<file path="src/hw/rtl/ima_pkg.sv">
// Shared types, tables and nibble decode function for the IMA ADPCM loop decoder.
package ima_pkg;

	localparam int IDX_MAX = 88;

	typedef enum logic [1:0] {
		REG_LOOP_START  = 2'd0,
		REG_TOTAL_LEN   = 2'd1,
		REG_REPEAT_MODE = 2'd2
	} cfg_reg_t;

	typedef struct packed {
		logic signed [15:0] pred;
		logic [6:0]         idx;
	} nib_res_t;

	localparam logic [14:0] STEP_TBL [0:88] = '{
		15'h0007, 15'h0008, 15'h0009, 15'h000A, 15'h000B, 15'h000C, 15'h000D, 15'h000E,
		15'h0010, 15'h0011, 15'h0013, 15'h0015, 15'h0017, 15'h0019, 15'h001C, 15'h001F,
		15'h0022, 15'h0025, 15'h0029, 15'h002D, 15'h0032, 15'h0037, 15'h003C, 15'h0042,
		15'h0049, 15'h0050, 15'h0058, 15'h0061, 15'h006B, 15'h0076, 15'h0082, 15'h008F,
		15'h009D, 15'h00AD, 15'h00BE, 15'h00D1, 15'h00E6, 15'h00FD, 15'h0117, 15'h0133,
		15'h0151, 15'h0173, 15'h0198, 15'h01C1, 15'h01EE, 15'h0220, 15'h0256, 15'h0292,
		15'h02D4, 15'h031C, 15'h036C, 15'h03C3, 15'h0424, 15'h048E, 15'h0502, 15'h0583,
		15'h0610, 15'h06AB, 15'h0756, 15'h0812, 15'h08E0, 15'h09C3, 15'h0ABD, 15'h0BD0,
		15'h0CFF, 15'h0E4C, 15'h0FBA, 15'h114C, 15'h1307, 15'h14EE, 15'h1706, 15'h1954,
		15'h1BDC, 15'h1EA5, 15'h21B6, 15'h2515, 15'h28CA, 15'h2CDF, 15'h315B, 15'h364B,
		15'h3BB9, 15'h41B2, 15'h4844, 15'h4F7E, 15'h5771, 15'h602F, 15'h69CE, 15'h7462,
		15'h7FFF
	};

	localparam logic signed [7:0] IDX_ADJ [0:7] = '{
		-8'sd1, -8'sd1, -8'sd1, -8'sd1, 8'sd2, 8'sd4, 8'sd6, 8'sd8
	};

	function automatic logic [6:0] clamp_idx(logic [6:0] idx);
		clamp_idx = (idx > 7'(IDX_MAX)) ? 7'(IDX_MAX) : idx;
	endfunction

	function automatic nib_res_t decode_nib(logic signed [15:0] pred, logic [6:0] idx,
			logic [3:0] nib);
		logic [14:0]        step;
		logic [16:0]        diff;
		logic signed [17:0] sum;
		logic signed [7:0]  nidx;
		nib_res_t           r;
		step = STEP_TBL[clamp_idx(idx)];
		diff = {5'b0, step[14:3]};
		if (nib[0]) diff = diff + {4'b0, step[14:2]};
		if (nib[1]) diff = diff + {3'b0, step[14:1]};
		if (nib[2]) diff = diff + {2'b0, step};
		if (nib[3]) begin
			sum = 18'(pred) - $signed({1'b0, diff});
			if (sum < -18'sd32767) sum = -18'sd32767;
		end else begin
			sum = 18'(pred) + $signed({1'b0, diff});
			if (sum > 18'sd32767) sum = 18'sd32767;
		end
		nidx = $signed({1'b0, clamp_idx(idx)}) + IDX_ADJ[nib[2:0]];
		if (nidx < 8'sd0) nidx = 8'sd0;
		if (nidx > 8'(IDX_MAX)) nidx = 8'(IDX_MAX);
		r.pred = sum[15:0];
		r.idx  = nidx[6:0];
		return r;
	endfunction

endpackage

</file>
<file path="src/hw/rtl/ima_adpcm_loop_decoder.sv">
// Top level of the IMA ADPCM 4-bit voice decoder with loop point.
//
//  channel  | handshake                 | payload
//  ---------+---------------------------+------------------------
//  item     | item_valid / item_ready   | cmd, data
//  result   | result_valid / result_ready | sample, last, playing
//  config   | cfg_wen                   | cfg_index, cfg_wdata
//
// An item lands in the s1 register; one shared nibble decoder works on it.
// A header, an ignored byte or the byte that stops a one-shot voice is finished
// in its first phase; any other data byte also runs a second phase (phase_s1),
// with one result beat per phase, so the next byte waits until both are out.
// A new item is taken in the cycle the s1 item finishes.
// Output stalls hold an s1 item that has a beat to emit; arst_n clears all control and voice state.
module ima_adpcm_loop_decoder import ima_pkg::*; (
	input  logic               clk,
	input  logic               arst_n,
	input  logic               cfg_wen,
	input  logic [1:0]         cfg_index,
	input  logic [23:0]        cfg_wdata,
	input  logic               item_valid,
	output logic               item_ready,
	input  logic               cmd,
	input  logic [31:0]        data,
	output logic               result_valid,
	input  logic               result_ready,
	output logic signed [15:0] sample,
	output logic               last,
	output logic               playing
);

	logic [17:0] loop_start_q;
	logic [23:0] total_len_q;
	logic [1:0]  repeat_mode_q;

	logic signed [15:0] pred_q, saved_pred_q;
	logic [6:0]         idx_q, saved_idx_q;
	logic [23:0]        offset_q;
	logic               active_q;

	logic        valid_s1, phase_s1, hold_s1, cmd_s1;
	logic [22:0] data_s1;

	logic signed [15:0] pred_d, saved_pred_d;
	logic [6:0]         idx_d, saved_idx_d;
	logic [23:0]        offset_d;
	logic               active_d, hold_d;
	logic               emit, emit_last, done, fire, out_free;
	logic signed [15:0] emit_sample;
	nib_res_t           nres;

	assign out_free   = !result_valid || result_ready;
	assign nres       = decode_nib(pred_q, idx_q, phase_s1 ? data_s1[7:4] : data_s1[3:0]);
	assign fire       = valid_s1 && (!emit || out_free);
	assign item_ready = !valid_s1 || (fire && done);

	always_comb begin
		pred_d       = pred_q;
		idx_d        = idx_q;
		saved_pred_d = saved_pred_q;
		saved_idx_d  = saved_idx_q;
		offset_d     = offset_q;
		active_d     = active_q;
		hold_d       = 1'b0;
		emit         = 1'b0;
		emit_last    = 1'b0;
		emit_sample  = pred_q;
		done         = 1'b0;
		if (!phase_s1) begin
			if (!cmd_s1) begin
				pred_d       = data_s1[15:0];
				idx_d        = clamp_idx(data_s1[22:16]);
				saved_pred_d = data_s1[15:0];
				saved_idx_d  = clamp_idx(data_s1[22:16]);
				offset_d     = 24'd4;
				active_d     = 1'b1;
				done         = 1'b1;
			end else if (!active_q) begin
				done = 1'b1;
			end else if (offset_q >= total_len_q) begin
				if (repeat_mode_q[0]) begin
					pred_d      = saved_pred_q;
					idx_d       = saved_idx_q;
					emit        = 1'b1;
					emit_sample = saved_pred_q;
					offset_d    = {6'b0, loop_start_q} + 24'd1;
				end else if (repeat_mode_q[1]) begin
					active_d    = 1'b0;
					emit        = 1'b1;
					emit_sample = '0;
					done        = 1'b1;
				end else begin
					emit   = 1'b1;
					hold_d = 1'b1;
				end
			end else begin
				pred_d      = nres.pred;
				idx_d       = nres.idx;
				emit        = 1'b1;
				emit_sample = nres.pred;
				offset_d    = offset_q + 24'd1;
				if (offset_q == {6'b0, loop_start_q}) begin
					saved_pred_d = nres.pred;
					saved_idx_d  = nres.idx;
				end
			end
		end else begin
			emit      = 1'b1;
			emit_last = 1'b1;
			done      = 1'b1;
			if (!hold_s1) begin
				pred_d      = nres.pred;
				idx_d       = nres.idx;
				emit_sample = nres.pred;
			end
		end
	end

	always_ff @(posedge clk or negedge arst_n) begin
		if (!arst_n) begin
			loop_start_q  <= '0;
			total_len_q   <= '0;
			repeat_mode_q <= '0;
		end else if (cfg_wen) begin
			case (cfg_index)
				REG_LOOP_START:  loop_start_q  <= cfg_wdata[17:0];
				REG_TOTAL_LEN:   total_len_q   <= cfg_wdata;
				REG_REPEAT_MODE: repeat_mode_q <= cfg_wdata[1:0];
				default: ;
			endcase
		end
	end

	always_ff @(posedge clk or negedge arst_n) begin
		if (!arst_n) begin
			pred_q       <= '0;
			idx_q        <= '0;
			saved_pred_q <= '0;
			saved_idx_q  <= '0;
			offset_q     <= '0;
			active_q     <= 1'b0;
			phase_s1     <= 1'b0;
			hold_s1      <= 1'b0;
		end else if (fire) begin
			pred_q       <= pred_d;
			idx_q        <= idx_d;
			saved_pred_q <= saved_pred_d;
			saved_idx_q  <= saved_idx_d;
			offset_q     <= offset_d;
			active_q     <= active_d;
			phase_s1     <= !done;
			hold_s1      <= hold_d;
		end
	end

	always_ff @(posedge clk or negedge arst_n) begin
		if (!arst_n) begin
			valid_s1 <= 1'b0;
		end else if (item_ready) begin
			valid_s1 <= item_valid;
		end
	end

	always_ff @(posedge clk) begin
		if (item_ready && item_valid) begin
			cmd_s1  <= cmd;
			data_s1 <= data[22:0];
		end
	end

	always_ff @(posedge clk or negedge arst_n) begin
		if (!arst_n) begin
			result_valid <= 1'b0;
		end else if (out_free) begin
			result_valid <= fire && emit;
		end
	end

	always_ff @(posedge clk) begin
		if (out_free && fire && emit) begin
			sample  <= emit_sample;
			last    <= emit_last;
			playing <= active_d;
		end
	end

endmodule

</file>
<file path="config.mk">
export PLATFORM = sky130hd
export DESIGN_NAME = ima_adpcm_loop_decoder
export DESIGN_NICKNAME = d
export VERILOG_FILES = /design/src/hw/rtl/ima_pkg.sv /design/src/hw/rtl/ima_adpcm_loop_decoder.sv
export SDC_FILE = /design/constraint.sdc
export NUM_CORES = 1
export LEC_CHECK = 0
export ABC_AREA = 1
export ABC_CLOCK_PERIOD_IN_PS = 20700
export BUFFER_PORTS_ARGS = -buffer_cell sky130_fd_sc_hd__buf_4
export CAP_MARGIN = 20
export CORE_ASPECT_RATIO = 1.25
export CORE_MARGIN = 2
export CORE_UTILIZATION = 30
export CTS_CLUSTER_DIAMETER = 150
export DETAILED_ROUTE_END_ITERATION = 10
export GPL_ROUTABILITY_DRIVEN = 0
export PLACE_DENSITY = 0.41
export SLEW_MARGIN = 10
export SYNTH_ARGS = -nofsm -noshare
export SYNTH_HDL_FRONTEND = slang
export SYNTH_SLANG_ARGS = --single-unit
export TNS_END_PERCENT = 5
</file>
<file path="constraint.sdc">
create_clock -name clk -period 20.7 [get_ports clk]
set_input_delay 2.07 -clock clk [delete_from_list [all_inputs] [get_ports clk]]
set_output_delay 2.07 -clock clk [all_outputs]
set_load 0.05 [all_outputs]
</file>
* After elaboration in Yosys (flattened, before gate mapping)
Memory sizes are Yosys's and may differ from the RTL's.
Index checks and enable logic that the tools add are counted.
** Operators by class
- Div/mod/pow operators :: 0
- Equal/unequal tests :: 10
- Reductions and logical operators :: 21
- Muxes and demuxes :: 66
- $add $sub $neg :: 8
- $lt $le $gt $ge :: 9
- Shifts and indexed selects :: 0
- Multipliers :: 0
- Bitwise gates (word level) :: 3
** Operators by type and width (count)
- 2-to-1 mux 16 bit :: 19
- 2-to-1 mux 24 bit :: 4
- 2-to-1 mux 7 bit :: 13
- 2-to-1 mux 17 bit :: 2
- 2-to-1 mux 15 bit :: 2
- adder 24 x 1 -> 24 bit (second input constant) :: 1
- == test 24 x 18 -> 1 bit :: 1
- >= comparator 24 bit :: 1
- 2-to-1 mux 8 bit :: 3
- 2-to-1 mux 1 bit :: 21
- adder 18 x 1 -> 19 bit (second input constant) :: 1
- adder 16 x 18 -> 18 bit :: 1
- greater-than comparator 18 x 16 -> 1 bit (second input constant) :: 1
- less-than comparator 18 x 16 -> 1 bit (second input constant) :: 1
- subtractor 16 x 18 -> 18 bit :: 1
- adder 17 x 14 -> 17 bit :: 1
- adder 17 x 15 -> 17 bit :: 1
- adder 12 x 13 -> 14 bit :: 1
- greater-than comparator 7 bit (second input constant) :: 2
- 2-to-1 mux 14 bit :: 1
- adder 8 bit :: 1
- >= comparator 8 bit (second input constant) :: 1
- greater-than comparator 8 bit (second input constant) :: 1
- less-than comparator 8 x 1 -> 1 bit (second input constant) :: 1
- 19 further kinds :: 35
** Word-level totals
- Memories :: 2
- Memory bits (read-only) :: 1984
- RAM bits :: 0
- Bits of input ports :: 64
- Register bits after elaboration :: 161
- Latch bits :: 0
- Output and inout port bits :: 20
** Memories
- (name not given) :: words 128, width 15, rd ports 1, clocked after memory_dff 0, write ports 0, line ima_pkg.sv:47 : step = STEP_TBL[clamp_idx(idx)];
- (name not given) :: words 8, width 8, rd ports 1, clocked after memory_dff 0, write ports 0, line ima_pkg.sv:59 : nidx = $signed({1'b0, clamp_idx(idx)}) + IDX_ADJ[nib[2:0]];

* Logic depth before layout (Yosys ltp)
- Word-level depth :: 20
- Depth in mapped cells :: 70
- Depth with buffers taken out :: 69

* Least setup slack after synthesis
OpenSTA, ideal clock, no wires.
- Path type :: reg2reg
- Start point :: reg idx_q[2]
- End point :: reg sample[11] (data pin)
- Clock period less this slack :: 8.891 ns
- Data required time :: 20.443 ns
- Arrival time :: 8.635 ns
- Stages on the path, launching flop included :: 63
- Path slack :: 11.809 ns
- Path through :: dfrtp_1 nor2_2 a21oi_2 o21ai_4 inv_2 nor2_2 inv_1 ha_1 inv_1 nor2_1 inv_2 a32o_1 o21ai_0 ha_1 inv_1 fa_1 nand3b_1 nand3_1 [27 not listed] or2_2 o21ai_0 ha_1 a21oi_1 o21ai_0 nor2_1 nand2_1 nand2_1 nand2_1 o21ai_2 buf_6 nand3_1 nand2_1 nand2_1 nand2_1 o31ai_1 o21ai_1 nand2_1
** Between the ends
- Word-level cells in the longest chain between the ends :: 20
- Elaborated cells on any way between the ends :: 24
- Classes of those cells :: 5 x add/sub; 3 x order compare; 14 x mux; 1 x bitwise; 1 x memory
** Ends and longest elaborated chain
- start, declared :: line ima_adpcm_loop_decoder.sv:37 : logic [6:0] idx_q, saved_idx_q;
- start signal, assigned :: line ima_adpcm_loop_decoder.sv:146 : idx_q <= idx_d;
- greater-than comparator 7 bit :: line ima_pkg.sv:37 : clamp_idx = (idx > 7'(IDX_MAX)) ? 7'(IDX_MAX) : idx;
- 2-to-1 mux 7 bit (*) :: line ima_pkg.sv:37
- inverter 7 -> 8 bit (implied by the code) (*) :: line ima_pkg.sv:47
- memory read (128 x 15 bit) (*)
- 2-to-1 mux 15 bit (implied by the code) (*) (2 in series) :: line ima_pkg.sv:47
- adder 12 x 13 -> 14 bit :: line ima_pkg.sv:49 : if (nib[0]) diff = diff + {4'b0, step[14:2]};
- 2-to-1 mux 14 bit :: line ima_pkg.sv:49
- adder 17 x 14 -> 17 bit :: line ima_pkg.sv:50 : if (nib[1]) diff = diff + {3'b0, step[14:1]};
- [4 not listed]
- greater-than comparator 18 x 16 -> 1 bit / less-than comparator 18 x 16 -> 1 bit (equally long branches) :: line ima_pkg.sv:57, ima_pkg.sv:54
- 2-to-1 mux 16 bit (on tied branches) :: line ima_pkg.sv:57, ima_pkg.sv:54
- 2-to-1 mux 16 bit (*) :: line ima_pkg.sv:52 : if (nib[3]) begin
- 2-to-1 mux 16 bit :: line ima_adpcm_loop_decoder.sv:80 : end else if (offset_q >= total_len_q) begin
- 2-to-1 mux 16 bit :: line ima_adpcm_loop_decoder.sv:78 : end else if (!active_q) begin
- 2-to-1 mux 16 bit :: line ima_adpcm_loop_decoder.sv:70 : if (!cmd_s1) begin
- 2-to-1 mux 16 bit (*) :: line ima_adpcm_loop_decoder.sv:69 : if (!phase_s1) begin
- via emit_sample[11] :: line ima_adpcm_loop_decoder.sv:49 : logic signed [15:0] emit_sample;
- end signal, assigned :: line ima_adpcm_loop_decoder.sv:181 : sample <= emit_sample;
- end, declared :: line ima_adpcm_loop_decoder.sv:27 : output logic signed [15:0] sample,
Mark *: on every way through the listed nets, which the timed path passes. The rest lies on a longest branch. The select of a mux whose other input is x is not followed.
A chain may end at the register's enable or synchronous reset.

* Worst setup path in the final report
- Start point :: reg idx_q[2]
- End point :: reg sample[5] (data pin)
Same word-level chain as after synthesis.

==> impl_metrics.py <==
metrics = {
    "status": {
        "outcome": "finished, final reports clean",
    },
    "synthesis": {
        "synth_top_family_by_area": "simple AND/OR/NAND/NOR gates",
        "synth-simple-area-share_pct": 29.7,
        "synthFlopType": "dfrtp_1",
        "yosys-top-cells-count": "644 x nand2_1, 284 x inv_1, 162 x nand3_1",
        "synth_top_area_share_pct": 18.7,
        "synth_fa_ha_area_share_pct": 10.4,
        "synth.area.mux_share_pct": 0.0708,
        "synthesis.instances": 2364,
        "yosysSeqAreaShare_pct": 26.7,
        "synth-xor-area-share_pct": 3.69,
        "synth_warnings": 0,
        "synth_edf_count": 42,
        "yosys-top-cells-area": "dfrtp_1 19%, nand2_1 15%, ha_1 9.7%",
        "syn-cell-area_mm2": 0.0159,
        "synth.largest_area_cell": "dfrtp_1",
        "ys_async_sr_fraction_pct": 73.9,
        "yosys_register_bits": 161,
        "ys_types": 77,
        "synth_most_common_cell": "nand2_1",
        "avgSynthCellArea_um2": 6.72,
        "synth_compound_area_share_pct": 19.2,
        "syn_nets": 2557,
    },
    "sta": {
        "fin_crit_ns": 11.71,
        "rsz0062_at_grt": "no",
        "setup-violations-final": 0,
        "skew_ns": 0.0123,
        "final.setup.worst_slack_ns": 8.99,
        "tightest_slew_ns": 0.953,
        "min_period_over_period_pct": 56.6,
        "hold_viol": 0,
        "tns_ns": 0,
        "final-max-slew-violation-count": 0,
        "fmax_mhz": 85.4,
        "slew_headroom_pct": 36.5,
    },
    "setup_path": {
        "worst-path-max-fanout": 16,
        "r2r_start": "idx_q[2]",
        "regToRegSetupSlack_ns": 8.99,
        "cp_common_cell": "nand2_1",
        "r2r_end": "sample[5]",
        "worstPathRequired_ns": 20.88,
        "worstSetupStartpoint": "idx_q[2]",
        "r2r_cells": 61,
        "max_stage_delay_ns": 0.64,
        "cp.depth": 61,
        "critical-path-top-delay-family": "compound AO/OA/AOI/OAI gates",
        "slowest_stage": "o21ai_0",
        "critPathBufInv": 8,
        "end_kind": "flip-flop",
        "critical_path_class": "flip-flop to flip-flop",
        "startpoint_type": "flip-flop",
        "cp.arrival_ns": 11.89,
    },
    "grt": {
        "met1_usage_pct": 24.5,
        "overflow": 0,
        "grt_busiest_layer": "met2",
        "met3_usage_pct": 1.62,
        "grt_pass1_wl_um": 86700,
        "grt_use_total_pct": 20.1,
        "met2_usage_pct": 37.1,
        "grt_antenna_before_repair": 0,
        "grt_max_degree": 80,
        "first_global_vias": 15500,
    },
    "cts": {
        "cts.sinks": 161,
        "clockRootBuffer": "clkbuf_16",
        "clkSlewWorstSetupHoldPaths_ns": 0.07,
        "postCtsHoldBufs": 0,
        "post_cts_buffers": 0,
        "htree_levels": 4,
        "cts_buffers": 17,
        "insertion_delay_ns": 0.45,
        "cts_resized": 0,
        "cts_tree": "yes",
        "clock_path_buffers": 2,
    },
    "die": {
        "core_area_mm2": 0.0525,
        "fp.dieH_um": 261,
        "initial_core_util_pct": 30.3,
        "io-pin-count": 84,
        "die-area_mm2": 0.0549,
        "fp.dieW_um": 210,
        "num_rows": 94,
    },
    "hold_path": {
        "hold_start": "total_len_q[10]",
        "holdPathStages": 2,
        "hp-class": "flip-flop to flip-flop",
        "worst_hold_path.endpoint": "total_len_q[10]",
    },
    "layout": {
        "final_layout_size_suffix_gt1_share_pct": 10.9,
        "area_growth_pct": 10.8,
        "diodes": 0,
        "num-nets-final": 2584,
        "final_util_pct": 33.6,
    },
    "routing": {
        "first_iter_violations": 1082,
        "drt_pre_antenna_iters": 5,
        "remaining_drc_errors": 0,
        "viasPerCell": 5.05,
        "ant_nets": 0,
        "wl_per_cell_um": 17.7,
        "drt-total-wl_um": 54400,
        "via_count": 15500,
    },
    "placement": {
        "hpwl_um": 42400,
        "portBuffers": 74,
        "place_ws_ns": 8.97,
    },
    "job": {
        "maxCapViolations": 0,
    },
}
worst min-delay path, stage by stage, from the launching register on:
cell	delay, ns
dfrtp_1	0.34
nand2_1	0.05
o21ai_0	0.06
final cells by class:
| cell class | instances | area (um^2) |
|---|---|---|
| clock inverters | 13 | 160 |
| clock buffers | 19 | 443 |
| repair buffers | 91 | 687 |
| inverters | 321 | 1210 |
| well taps | 672 | 841 |
| fillers | 5843 | 34800 |
| flip-flops and latches | 161 | 4240 |
| multi-input cells | 1799 | 10000 |
placed cells by master, fill, tap and decap left out, drive strengths merged, types with 4 or more instances in the layout:
cell type	n
nand2	671
inv	318
o21ai	202
nand3	173
a21oi	170
nor2	165
ha	123
dfrtp	119
buf	91
xor2	56
edfxtp	42
a31oi	33
nor3	24
o22ai	23
nand4	21
clkbuf	19
or2	19
o2111ai	15
nor4	12
xnor2	11
clkinv	11
a22oi	10
o21bai	10
a21boi	9
o31ai	7
fa	6
o211ai	5
nand3b	4
o221ai	4
per-layer routing:
layer	routed length [um]	vias up	part of all wire (%)
met4	1740	0	3.2
met2	27500	322	50
li1	-	7898	-
met5	0	-	0
met1	23900	7221	44
met3	1300	93	2.4
registers in the layout, summed over array words and instances (netlist names), 2 cells and up:
signal,count
offset_q,24
data_s1,23
saved_idx_q,7
sample,16
loop_start_q,18
pred_q,16
total_len_q,24
idx_q,7
repeat_mode_q,2
saved_pred_q,16
metrics by stage:
| stage | hold slack, ns | cell area, um^2 | instances |
|---|---|---|---|
| floorplan | 0.420 | 15900 | 2364 |
| global placement | 0.472 | 17000 | 3044 |
| detailed placement | 0.473 | 17000 | 3044 |
| CTS | 0.490 | 17600 | 3076 |
| global route | 0.507 | 17600 | 3076 |
| finish | 0.488 | 17600 | 3076 |
cell families (layout without fill, tap and decap cells):
kind of cell	after synthesis	count (layout)
compound gates	509	509
buf+inv	404	444
mux	1	1
simple gates	1093	1093
flops	161	161
fa+ha+maj	129	129
xor+xnor	67	67
how the worst max path moves through the flow:
stage,to,slack (ns)
floorplan,sample[11],11.81
global placement,sample[5],9.00
detailed placement,sample[5],8.97
CTS,sample[5],8.90
global route,sample[11],7.74
finish,sample[5],8.99
Power is left out: the tool's default activity adds up to more than one toggle a clock period on the data nets, which glitch-free logic cannot reach.
